<file path="config.mk">
export PLATFORM = sky130hd
export DESIGN_NAME = mcsw_ram
export DESIGN_NICKNAME = d
export VERILOG_FILES = /design/src/mcsw_ram.sv
export SDC_FILE = /design/constraint.sdc
export NUM_CORES = 2
export LEC_CHECK = 0
export ABC_CLOCK_PERIOD_IN_PS = 3800
export BUFFER_PORTS_ARGS = -buffer_cell sky130_fd_sc_hd__buf_2
export CAP_MARGIN = 20
export CELL_PAD_IN_SITES_DETAIL_PLACEMENT = 1
export CELL_PAD_IN_SITES_GLOBAL_PLACEMENT = 1
export CORE_UTILIZATION = 56
export DETAILED_ROUTE_END_ITERATION = 8
export HOLD_SLACK_MARGIN = 0.1
export PLACE_DENSITY_LB_ADDON = 0.1
export SKIP_LAST_GASP = 1
export SLEW_MARGIN = 20
export SYNTH_ARGS = -nofsm -noshare
export SYNTH_HDL_FRONTEND = slang
export SYNTH_SLANG_ARGS = --single-unit
export TNS_END_PERCENT = 5
</file>
<file path="constraint.sdc">
create_clock -name clk -period 3.8 [get_ports clk]
set_input_delay 0 -clock clk [delete_from_list [all_inputs] [get_ports clk]]
set_output_delay 0 -clock clk [all_outputs]
set_load 0.005 [all_outputs]
</file>
<file path="src/mcsw_ram.sv">
// Generic simple dual-port RAM with a registered read.
`timescale 1ns / 1ps
`default_nettype none
module mcsw_ram #(
  parameter int WIDTH = 32,
  parameter int DEPTH = 64
) (
  input  wire logic                     clk,
  input  wire logic                     we,
  input  wire logic [$clog2(DEPTH)-1:0] waddr,
  input  wire logic [WIDTH-1:0]         wdata,
  input  wire logic [$clog2(DEPTH)-1:0] raddr,
  output logic      [WIDTH-1:0]         rdata
);
  logic [WIDTH-1:0] mem [DEPTH];

  always_ff @(posedge clk) begin
    if (we) begin
      mem[waddr] <= wdata;
    end
    rdata <= mem[raddr];
  end
endmodule
`default_nettype wire

</file>
# Word level (Yosys, flattened, before mapping)

Memory sizes are Yosys's and may differ from the RTL's. A register that Yosys moved wholly into a read port is not among the register bits.
Index checks and enable logic that the tools add are counted.

$add $sub $neg: 0
$mul: 0
Divide/modulo/power cells: 0
$lt $le $gt $ge: 0
Eq/ne operators: 0
Shift-type cells: 0
Multiplexer cells: 2
Bitwise gates (word level): 0
Reduce and logical (&&, ||, !) cells: 0

Operator list:

| cell    | count |
|---|---|
| $mux W1 | 2 |

Flip-flop bits (word level): 0
Latch bits: 0
RAM bits: 2048
Memory bits (read-only): 0
Bits of input ports: 46
Word-level logic and storage cells: 3
Memories: 1

Memories:

| memory | words | bits a word | rd ports | clocked after Yosys merged registers in | wr ports | line | source |
|---|---|---|---|---|---|---|---|
| mem    | 64    | 32          | 1        | 1                                       | 1        | 15   | `logic [WIDTH-1:0] mem [DEPTH];` |

# Depth between registers and ports, before layout

Depth in word-level cells: 2
Gate-level depth with buffers: 10
Depth with buffers taken out: 5

# Worst setup path before layout

Ideal clock, no wire load.

Kind: input -> register
From: input port waddr[3]
To: memory mem[48][0], enable pin
Library setup time: 461 ps
Arrival: 2699 ps
Slack: 640 ps
Stages: 4
Buffers on the path: 1
Cells stage by stage: clkbuf_1 -> nor2b_1 -> nand4b_1 -> nor3_1

RTL lines:

| element         | line | source |
|---|---|---|
| start, declared | 10   | `input wire logic [$clog2(DEPTH)-1:0] waddr,` |
| end, declared   | 15   |  |

Straight into the memory's write port.

==> run metrics <==
Initial DRC Count=4558; most used routing layer in global routing=met2; setup violators final=0; crit-path most repeated cell=buf_12; Core Rows=137; die area=141700 um^2; GRT Residual Overflow=0; data required time of the worst path=4.47 ns; TNS Setup=0 ns; clk_lat worst skew=0.84 ns; Mapped Nets=3370; CP cell instances=buf_8 > buf_12 > buf_12 > buf_12 > mux4_2 > mux4_2 > o22ai_1 > nor2_1; distinct cell type count after synthesis=34; Tot GR Track Use=31.18%; Startpoint Class=input port; max-slew violations=0; delay of the slowest critical-path stage=0.92 ns; vias per cell=6.653; first-pass GRT wire length=301.3 mm; Final min period=2.767 ns; average routed wire per standard cell=37.92 um; cts repair resizes=0; Synth Cell Area=78520 um^2; Root Driver=clkbuf_16; Worst Hold Class=in -> reg; ys async rst share=0%; die height=376.4 um; post-CTS setup repair buffer count=0; H-Tree Depth=4; Hold Buf Count CTS=43; Worst Tran Pin Value=1.222 ns; die width=376.4 um; worst r2r dst=rdata[24]; Antenna Violating Nets Remaining=0; fillers=10860; met3 usage=5.814%; port buffer count=77; Lkg Pwr=28.20 nW; flops & latches, synth=2080; slew margin rel.=18.50%; reg2reg path depth=4; Setup WS post-layout=1.033 ns; pwr dens=535.0 nW/um^2; NumNets Final=3718; Synth Flop Type=edfxtp_1; outcome=complete, no violations; Crit-path slowest cell=o22ai_1; vias in the first global route=39720; Max Buffers Root-to-Sink=3; GRT met2 Usage=51.25%; fin crit share=72.82%; initial antenna violation count=9; core box area=139400 um^2; crit path launch=raddr[0]; CTS Buf Count=202; mean area per synthesized cell=23.62 um^2; clock skew=0.02807 ns; Reg clk slew, reported paths=0.06 ns; dpl hpwl=123.9 mm; CTS tree=done; Starting Density=56.34%; utilization after layout=64.35%; Setup Slack @ Placement=0.3942 ns; Routed WL=217.2 mm; most frequent cells in the layout=edfxtp_1, mux4_2, clkbuf_16; Total Power=47.98 mW; largest net degree at the start of global routing=82; worst r2r src=mem[3][24]; most common cell after layout, fill and taps aside=edfxtp_1; Achievable Freq=0.3614 GHz; Cells after Synth=3324; Synthesis Warnings=0; Area Overhead vs Synth=14.22%; share of cells above drive strength 1=30.88%; I/O pins=78; via count=38110; DP Cell Count=5301; critical setup path kind=in -> reg; crit path DAT=3.44 ns; EDFF count, synth=2048; RSZ-0062 raised after global routing=no; Max FO, Critical Path=46; Final Non-Filler Cells=5728; Clock Sinks=2080; worst setup path end=rdata[25]; global routing usage on met1=42.79%; routability cong.=0.8524; VDD IR-drop max=0.4858 mV; post-synthesis sequential area ratio=79.14%; DRC violation count after routing=0; Pre-antenna DRT Iters=7; Final Hold Vio Count=0; reg-to-reg slack, setup=1.17 ns; Max Cap Violations=0; Crit. End Element=register
cells in the mapped netlist (4+ instances only):
library cell  count  area, um^2
nand3_1           5       25.02
clkbuf_1         74       277.8
and3_1            4       25.02
mux2i_1          93       930.9
nand3b_1          5       37.54
nor2_1          137       514.2
a311oi_1          8       70.07
edfxtp_1       2048       61500
a41o_1            4       40.04
nand2_1          26       97.59
dfxtp_1          32       640.6
buf_2            57       285.3
a21oi_1          62       310.3
a22oi_1          12       90.09
buf_1            21       78.83
o221ai_1         27       236.5
mux4_2          544       12250
o32ai_1           4       35.03
nor3_1            7       35.03
buf_4            25       187.7
nand2b_1          8       50.05
buf_6             5       56.30
nor2b_1          15       93.84
o22ai_1          84       525.5
state kept, by name, indices dropped and copies added (netlist names):
signal / count
mem: 2048
rdata: 32
routing by layer:
layer / part of all wire (%) / vias up
li1: - / 14960
met1: 39 / 20940
met2: 50 / 1870
met3: 8.5 / 331
met4: 3.1 / 4
met5: 0.012 / -
layout make-up:
class                      count  area [um^2]  share of cell area, %
tap                         1876         2347                  2.617
clock buffer                 262         5558                  6.197
sequential                  2080        62140                  69.29
timing repair buffer         326         2660                  2.966
multi-input combinational   1062        15970                  17.80
clock inverter               117        997.2                  1.112
antenna                        5        12.51                0.01395
how the worst min path moves through the flow:
stage	depth (start not counted)	slack [ns]	startpoint	end
after floorplan	0	0.1	wdata[0]	mem[0][0]
after global placement	1	0.38	rdata[10]	rdata[10]
after detailed placement	1	0.38	rdata[27]	rdata[27]
after CTS	2	0.13	wdata[1]	mem[28][1]
after global routing	2	0.18	wdata[1]	mem[28][1]
final	2	0.19	wdata[1]	mem[31][1]
cell families (layout without fill, tap and decap cells):
| family | after synthesis | count (layout) | synth area share [%] |
|---|---|---|---|
| AOI/OAI and AO/OA | 202 | 202 | 1.673 |
| buffers and inverters | 182 | 705 | 1.128 |
| DFF | 2080 | 2080 | 79.14 |
| muxes | 637 | 637 | 16.79 |
| other | 0 | 5 | 0 |
| and+or+nand+nor | 223 | 223 | 1.265 |
stage by stage:
step / hold slack [ns] / instance area (um^2)
after floorplan: 0.09887 / 78520
after global placement: 0.3805 / 82680
after detailed placement: 0.3776 / 82680
after CTS: 0.1278 / 89670
after global routing: 0.1776 / 89670
final: 0.1863 / 89680
where the power goes:
part	internal, mW	switching, mW	leakage [nW]
clock	11.4	8.52	3.22
sequential	25.4	0.130	18.7
combinational	0.933	1.63	6.29
total	37.7	10.3	28.2
critical path, delay by kind of cell:
family / cells / cell delay, ns
buffers and inverters: 4 / 1.23
muxes: 2 / 1.06
AOI/OAI and AO/OA: 1 / 0.92
and+or+nand+nor: 1 / 0.12
No activity file was read; power rests on OpenSTA's default activity.
