--- config.mk ---
export PLATFORM = sky130hd
export DESIGN_NAME = mcsw_alu
export DESIGN_NICKNAME = d
export VERILOG_FILES = /design/src/mcsw_pkg.sv /design/src/mcsw_alu.sv
export SDC_FILE = /design/constraint.sdc
export NUM_CORES = 1
export LEC_CHECK = 0
export ABC_AREA = 0
export BUFFER_PORTS_ARGS = -buffer_cell sky130_fd_sc_hd__buf_2
export CORE_UTILIZATION = 25
export DETAILED_ROUTE_END_ITERATION = 16
export GPL_ROUTABILITY_DRIVEN = 0
export GPL_TIMING_DRIVEN = 0
export PLACE_DENSITY_LB_ADDON = 0.15
export SETUP_SLACK_MARGIN = 0.15
export SLEW_MARGIN = 0
export SYNTH_ARGS = -nofsm -noshare
export SYNTH_HDL_FRONTEND = slang
export SYNTH_SLANG_ARGS = --single-unit
--- constraint.sdc ---
create_clock -name vclk -period 3.8
set_input_delay 0.76 -clock vclk [all_inputs]
set_output_delay 0.76 -clock vclk [all_outputs]
set_load 0.005 [all_outputs]
--- src/mcsw_pkg.sv ---
// Shared types and constants for the Stoer-Wagner minimum cut unit.
`timescale 1ns / 1ps
`default_nettype none
package mcsw_pkg;
  localparam int MAX_V      = 64;
  localparam int VIDX_W     = 6;
  localparam int VCNT_W     = 7;
  localparam int WEIGHT_W   = 16;
  localparam int KEY_W      = 32;
  localparam int MAT_ADDR_W = 2 * VIDX_W;
  localparam int MAT_DEPTH  = MAX_V * MAX_V;

  localparam logic [VCNT_W-1:0] MAX_V_CNT = VCNT_W'(MAX_V);
  localparam logic [KEY_W-1:0]  KEY_ONES  = '1;

  localparam logic [1:0] REG_VERTEX_COUNT = 2'd0;
  localparam logic [1:0] REG_START_VERTEX = 2'd1;

  localparam logic FUNC_LOAD = 1'b0;
  localparam logic FUNC_RUN  = 1'b1;

  typedef enum logic [1:0] {
    ALU_NONE,
    ALU_KEY_CMP,
    ALU_SUM,
    ALU_BEST_CMP
  } alu_op_t;

  typedef struct packed {
    logic [KEY_W-1:0] sum;
    logic             gt;
  } alu_res_t;
endpackage
`default_nettype wire

--- src/mcsw_alu.sv ---
// Shared saturating adder and magnitude comparator.
`timescale 1ns / 1ps
`default_nettype none
module mcsw_alu (
  input  wire logic [mcsw_pkg::KEY_W-1:0] a,
  input  wire logic [mcsw_pkg::KEY_W-1:0] b,
  output mcsw_pkg::alu_res_t              res
);
  import mcsw_pkg::*;

  logic [KEY_W:0] full;

  always_comb begin
    full    = {1'b0, a} + {1'b0, b};
    res.sum = full[KEY_W] ? KEY_ONES : full[KEY_W-1:0];
    res.gt  = (a > b);
  end
endmodule
`default_nettype wire

# Word level (Yosys, flattened, before mapping)
# Cells that the tools add are included.
# W data, S select, Z words.
# op_classes
add_sub_neg,1
mul,0
n_div,0
order_cmp,1
n_eq_ne,0
shift,0
mux,1
n_bitwise,0
n_reduce_logical,0
# ops
cell,n
$add A32 B32 Y33,1
$gt A32 B32 Y1,1
$mux W32,1
# word_totals
ff_bits,0
latch_bits,0
mem_bits_rw,0
rom_bits,0
input_bits,64
output_inout_bits,33
elab_cells,3
mem_count,0

# Depth between registers and ports, before layout
# logic_depth
depth_word,2
mapped_depth,13
mapped_depth_nobuf,10

# Worst setup path after synthesis
# Ideal clock, no wire load.
# synth_path
kind,input to output
start,input port a[0] (netlist name)
end,output port res[31] (netlist name)
arrival_ps,2810
required_time_ps,3040
path_slack_ps,230
cell_stages,10
path_buffers,0
cell_sequence,ha_1 fa_1 nor2b_1 o211ai_1 a21oi_2 o211a_1 nor3_1 o21bai_1 a21oi_1 mux2i_1
# synth_rtl
element,line,text
start: declaration,mcsw_alu.sv:5,"input wire logic [mcsw_pkg::KEY_W-1:0] a,"
end: declaration,mcsw_alu.sv:7,output mcsw_pkg::alu_res_t res

==> impl_metrics.json <==
{
  "p_per_area_nw_per_um2": 171,
  "gr-total-overflow": 0,
  "drt-total-wl_microns": 9220,
  "fin_crit_sh_pct": 102,
  "drive_gt1_share_pct": 33.9,
  "synth_cells": 431,
  "cp_max_fo": 5,
  "final_common_cell": "buf_2",
  "drt_iter0_drc": 125,
  "grt_pass1_wl_microns": 14200,
  "synth_area_leaders": "ha_1 (27%), inv_1 (7.1%), a21oi_1 (7.0%)",
  "crit_family": "compound AO/OA/AOI/OAI gates",
  "syn_area_per_cell_sq_um": 6.76,
  "path_class": "input port to output port",
  "syn-cell-area_sq_um": 2910,
  "hold_path_depth": 5,
  "cp_slowest_cell": "fa_2",
  "worstPathRequired_ns": 3.04,
  "crit_chain": "buf_8 -> ha_4 -> fa_2 -> nor2b_4 -> o211ai_1 -> buf_4 -> a21oi_4 -> o211a_1 -> o31ai_4 -> a21oi_4 -> nor2_4 -> buf_8 -> buf_12 -> buf_8 -> nand2_2 -> buf_2",
  "hold_class": "input port to output port",
  "fin_crit_ns": 3.89,
  "hold_violations": 0,
  "fillCellCount": 1260,
  "dieArea_sq_um": 12100,
  "arrival_ns": 3.13,
  "antenna_found_initial": 0,
  "rows": 39,
  "grt_max_degree": 11,
  "total_power_mw": 0.710,
  "firstDrtPassIters": 4,
  "fp.dieW_microns": 110,
  "slowest_delay_ns": 0.33,
  "fmax_ghz": 0.257,
  "io_buffers": 97,
  "yosys.area.top_type": "ha_1",
  "cp-start-kind": "input port",
  "max_slew_margin_pct": 65.2,
  "antenna_cells": 0,
  "crit_buf_inv": 6,
  "die_y_microns": 110,
  "dp_hpwl_microns": 7740,
  "final_cell_mix": "buf_2 (92), ha_1 (60), inv_1 (55)",
  "cellLeakagePower_nw": 2.08,
  "synth_top_area_share_pct": 27.5,
  "tightest_slew_ns": 0.518,
  "regArea_sq_um": 0,
  "cp-end-kind": "output port",
  "grt_pass1_vias": 3070,
  "setup_violations": 24,
  "cp.depth": 16,
  "yosysSeqAreaShare_pct": 0,
  "finalWorstSetupSlack_ns": -0.0947,
  "grt_usage_pct": 14.4,
  "drv_cap": 0,
  "pin_count": 97,
  "syn_to_final_growth_pct": 42.4,
  "hold_start": "a[0]",
  "rsz0062_at_grt": "yes",
  "flops_and_latches": 0,
  "routedWlPerCell_microns": 13.3,
  "slew_violations": 0,
  "nets": 683,
  "floorplan.initialDensity_pct": 25.6,
  "cp_common_cell": "buf_8",
  "ant_nets": 0,
  "viasPerCell": 4.78,
  "n_clock_buffer": 0,
  "core-area_sq_um": 11400,
  "status": "finished, violations left",
  "holdWs_ns": 2.01,
  "multi_input_area_sq_um": 2830,
  "max-vdd-ir-drop_mv": 0.0771,
  "vias": 3324,
  "drc": 0,
  "synth.distinct_cells": 60,
  "crit_start": "b[0]",
  "ys_warn_count": 0,
  "violations": "setup timing",
  "syn_nets": 560
}
## per-stage QoR
step                TNS [ns]  setup slack (ns)  util, %  std cells  cell area, sq um
floorplan                  0             0.230        -        431              2910
global placement       -8.83            -0.467     31.5        671              3580
detailed placement     -9.32            -0.454     31.5        671              3580
CTS                    -6.68            -0.266     34.1        687              3870
global route           -4.85            -0.213     36.5        695              4150
finish                 -1.37           -0.0947     36.5        695              4150
## tightest hold or removal path, delay by kind of cell
kind | cells | cell delay, ns
adder cells (fa/ha/maj) | 1 | 0.19
AND/OR/NAND/NOR | 1 | 0.05
buffers and inverters | 3 | 0.25
## cells in the mapped netlist (7+ instances only)
master     n
nor4_1     7
xnor2_1   22
inv_1     55
ha_1      64
nor3_1    18
o21bai_1  14
a21oi_1   41
buf_2      8
nor2b_1   12
o21ai_0   16
nand2_1   31
nor2_1    40
a21o_1     8
## layer usage
layer | wire length (microns) | track usage, % | vias up
met5 | 0 | 0 | -
met4 | 0 | 0.381 | 0
met3 | 360 | 0.593 | 0
met2 | 4510 | 26.9 | 72
met1 | 4350 | 19.1 | 1516
li1 | - | - | 1736
## power by group
part / internal [mW] / leakage (nW) / total, mW / switching (mW)
sequential: 0 / 0 / 0 / 0
clock: 0 / 0 / 0 / 0
combinational: 0.338 / 2.08 / 0.710 / 0.371
total: 0.338 / 2.08 / 0.710 / 0.371
## worst paths after layout
path                       to  slack (ns)
worst min-delay path   res[1]        2.01
worst max-delay path  res[23]       -0.09
## final cells by class
class | instances | area share, %
tap | 143 | 4.31
timing repair buffer | 121 | 19.3
multi-input combinational | 359 | 68.1
inverter | 56 | 5.06
buffer | 16 | 3.20
## kinds of logic (layout without fill, tap and decap cells)
| family | count (synthesis) | after routing | synth area share [%] |
|---|---|---|---|
| xor gates and xnor gates | 24 | 24 | 7.21 |
| and+or+nand+nor | 149 | 149 | 25.9 |
| adders and majority gates | 65 | 65 | 28.2 |
| muxes | 1 | 1 | 0.344 |
| AOI/OAI and AO/OA | 120 | 120 | 27.6 |
| buffers and inverters | 72 | 193 | 10.8 |
## timing repair
action / CTS / global route
pin swaps: 10 / 17
resized for setup: 33 / 47
gates cloned: 1 / 0
hold endpoints to repair: 0 / 0
setup buffers: 15 / 8
setup endpoints to repair: 32 / 32
hold buffers: 0 / 0
(Power assumes the default switching activity.)
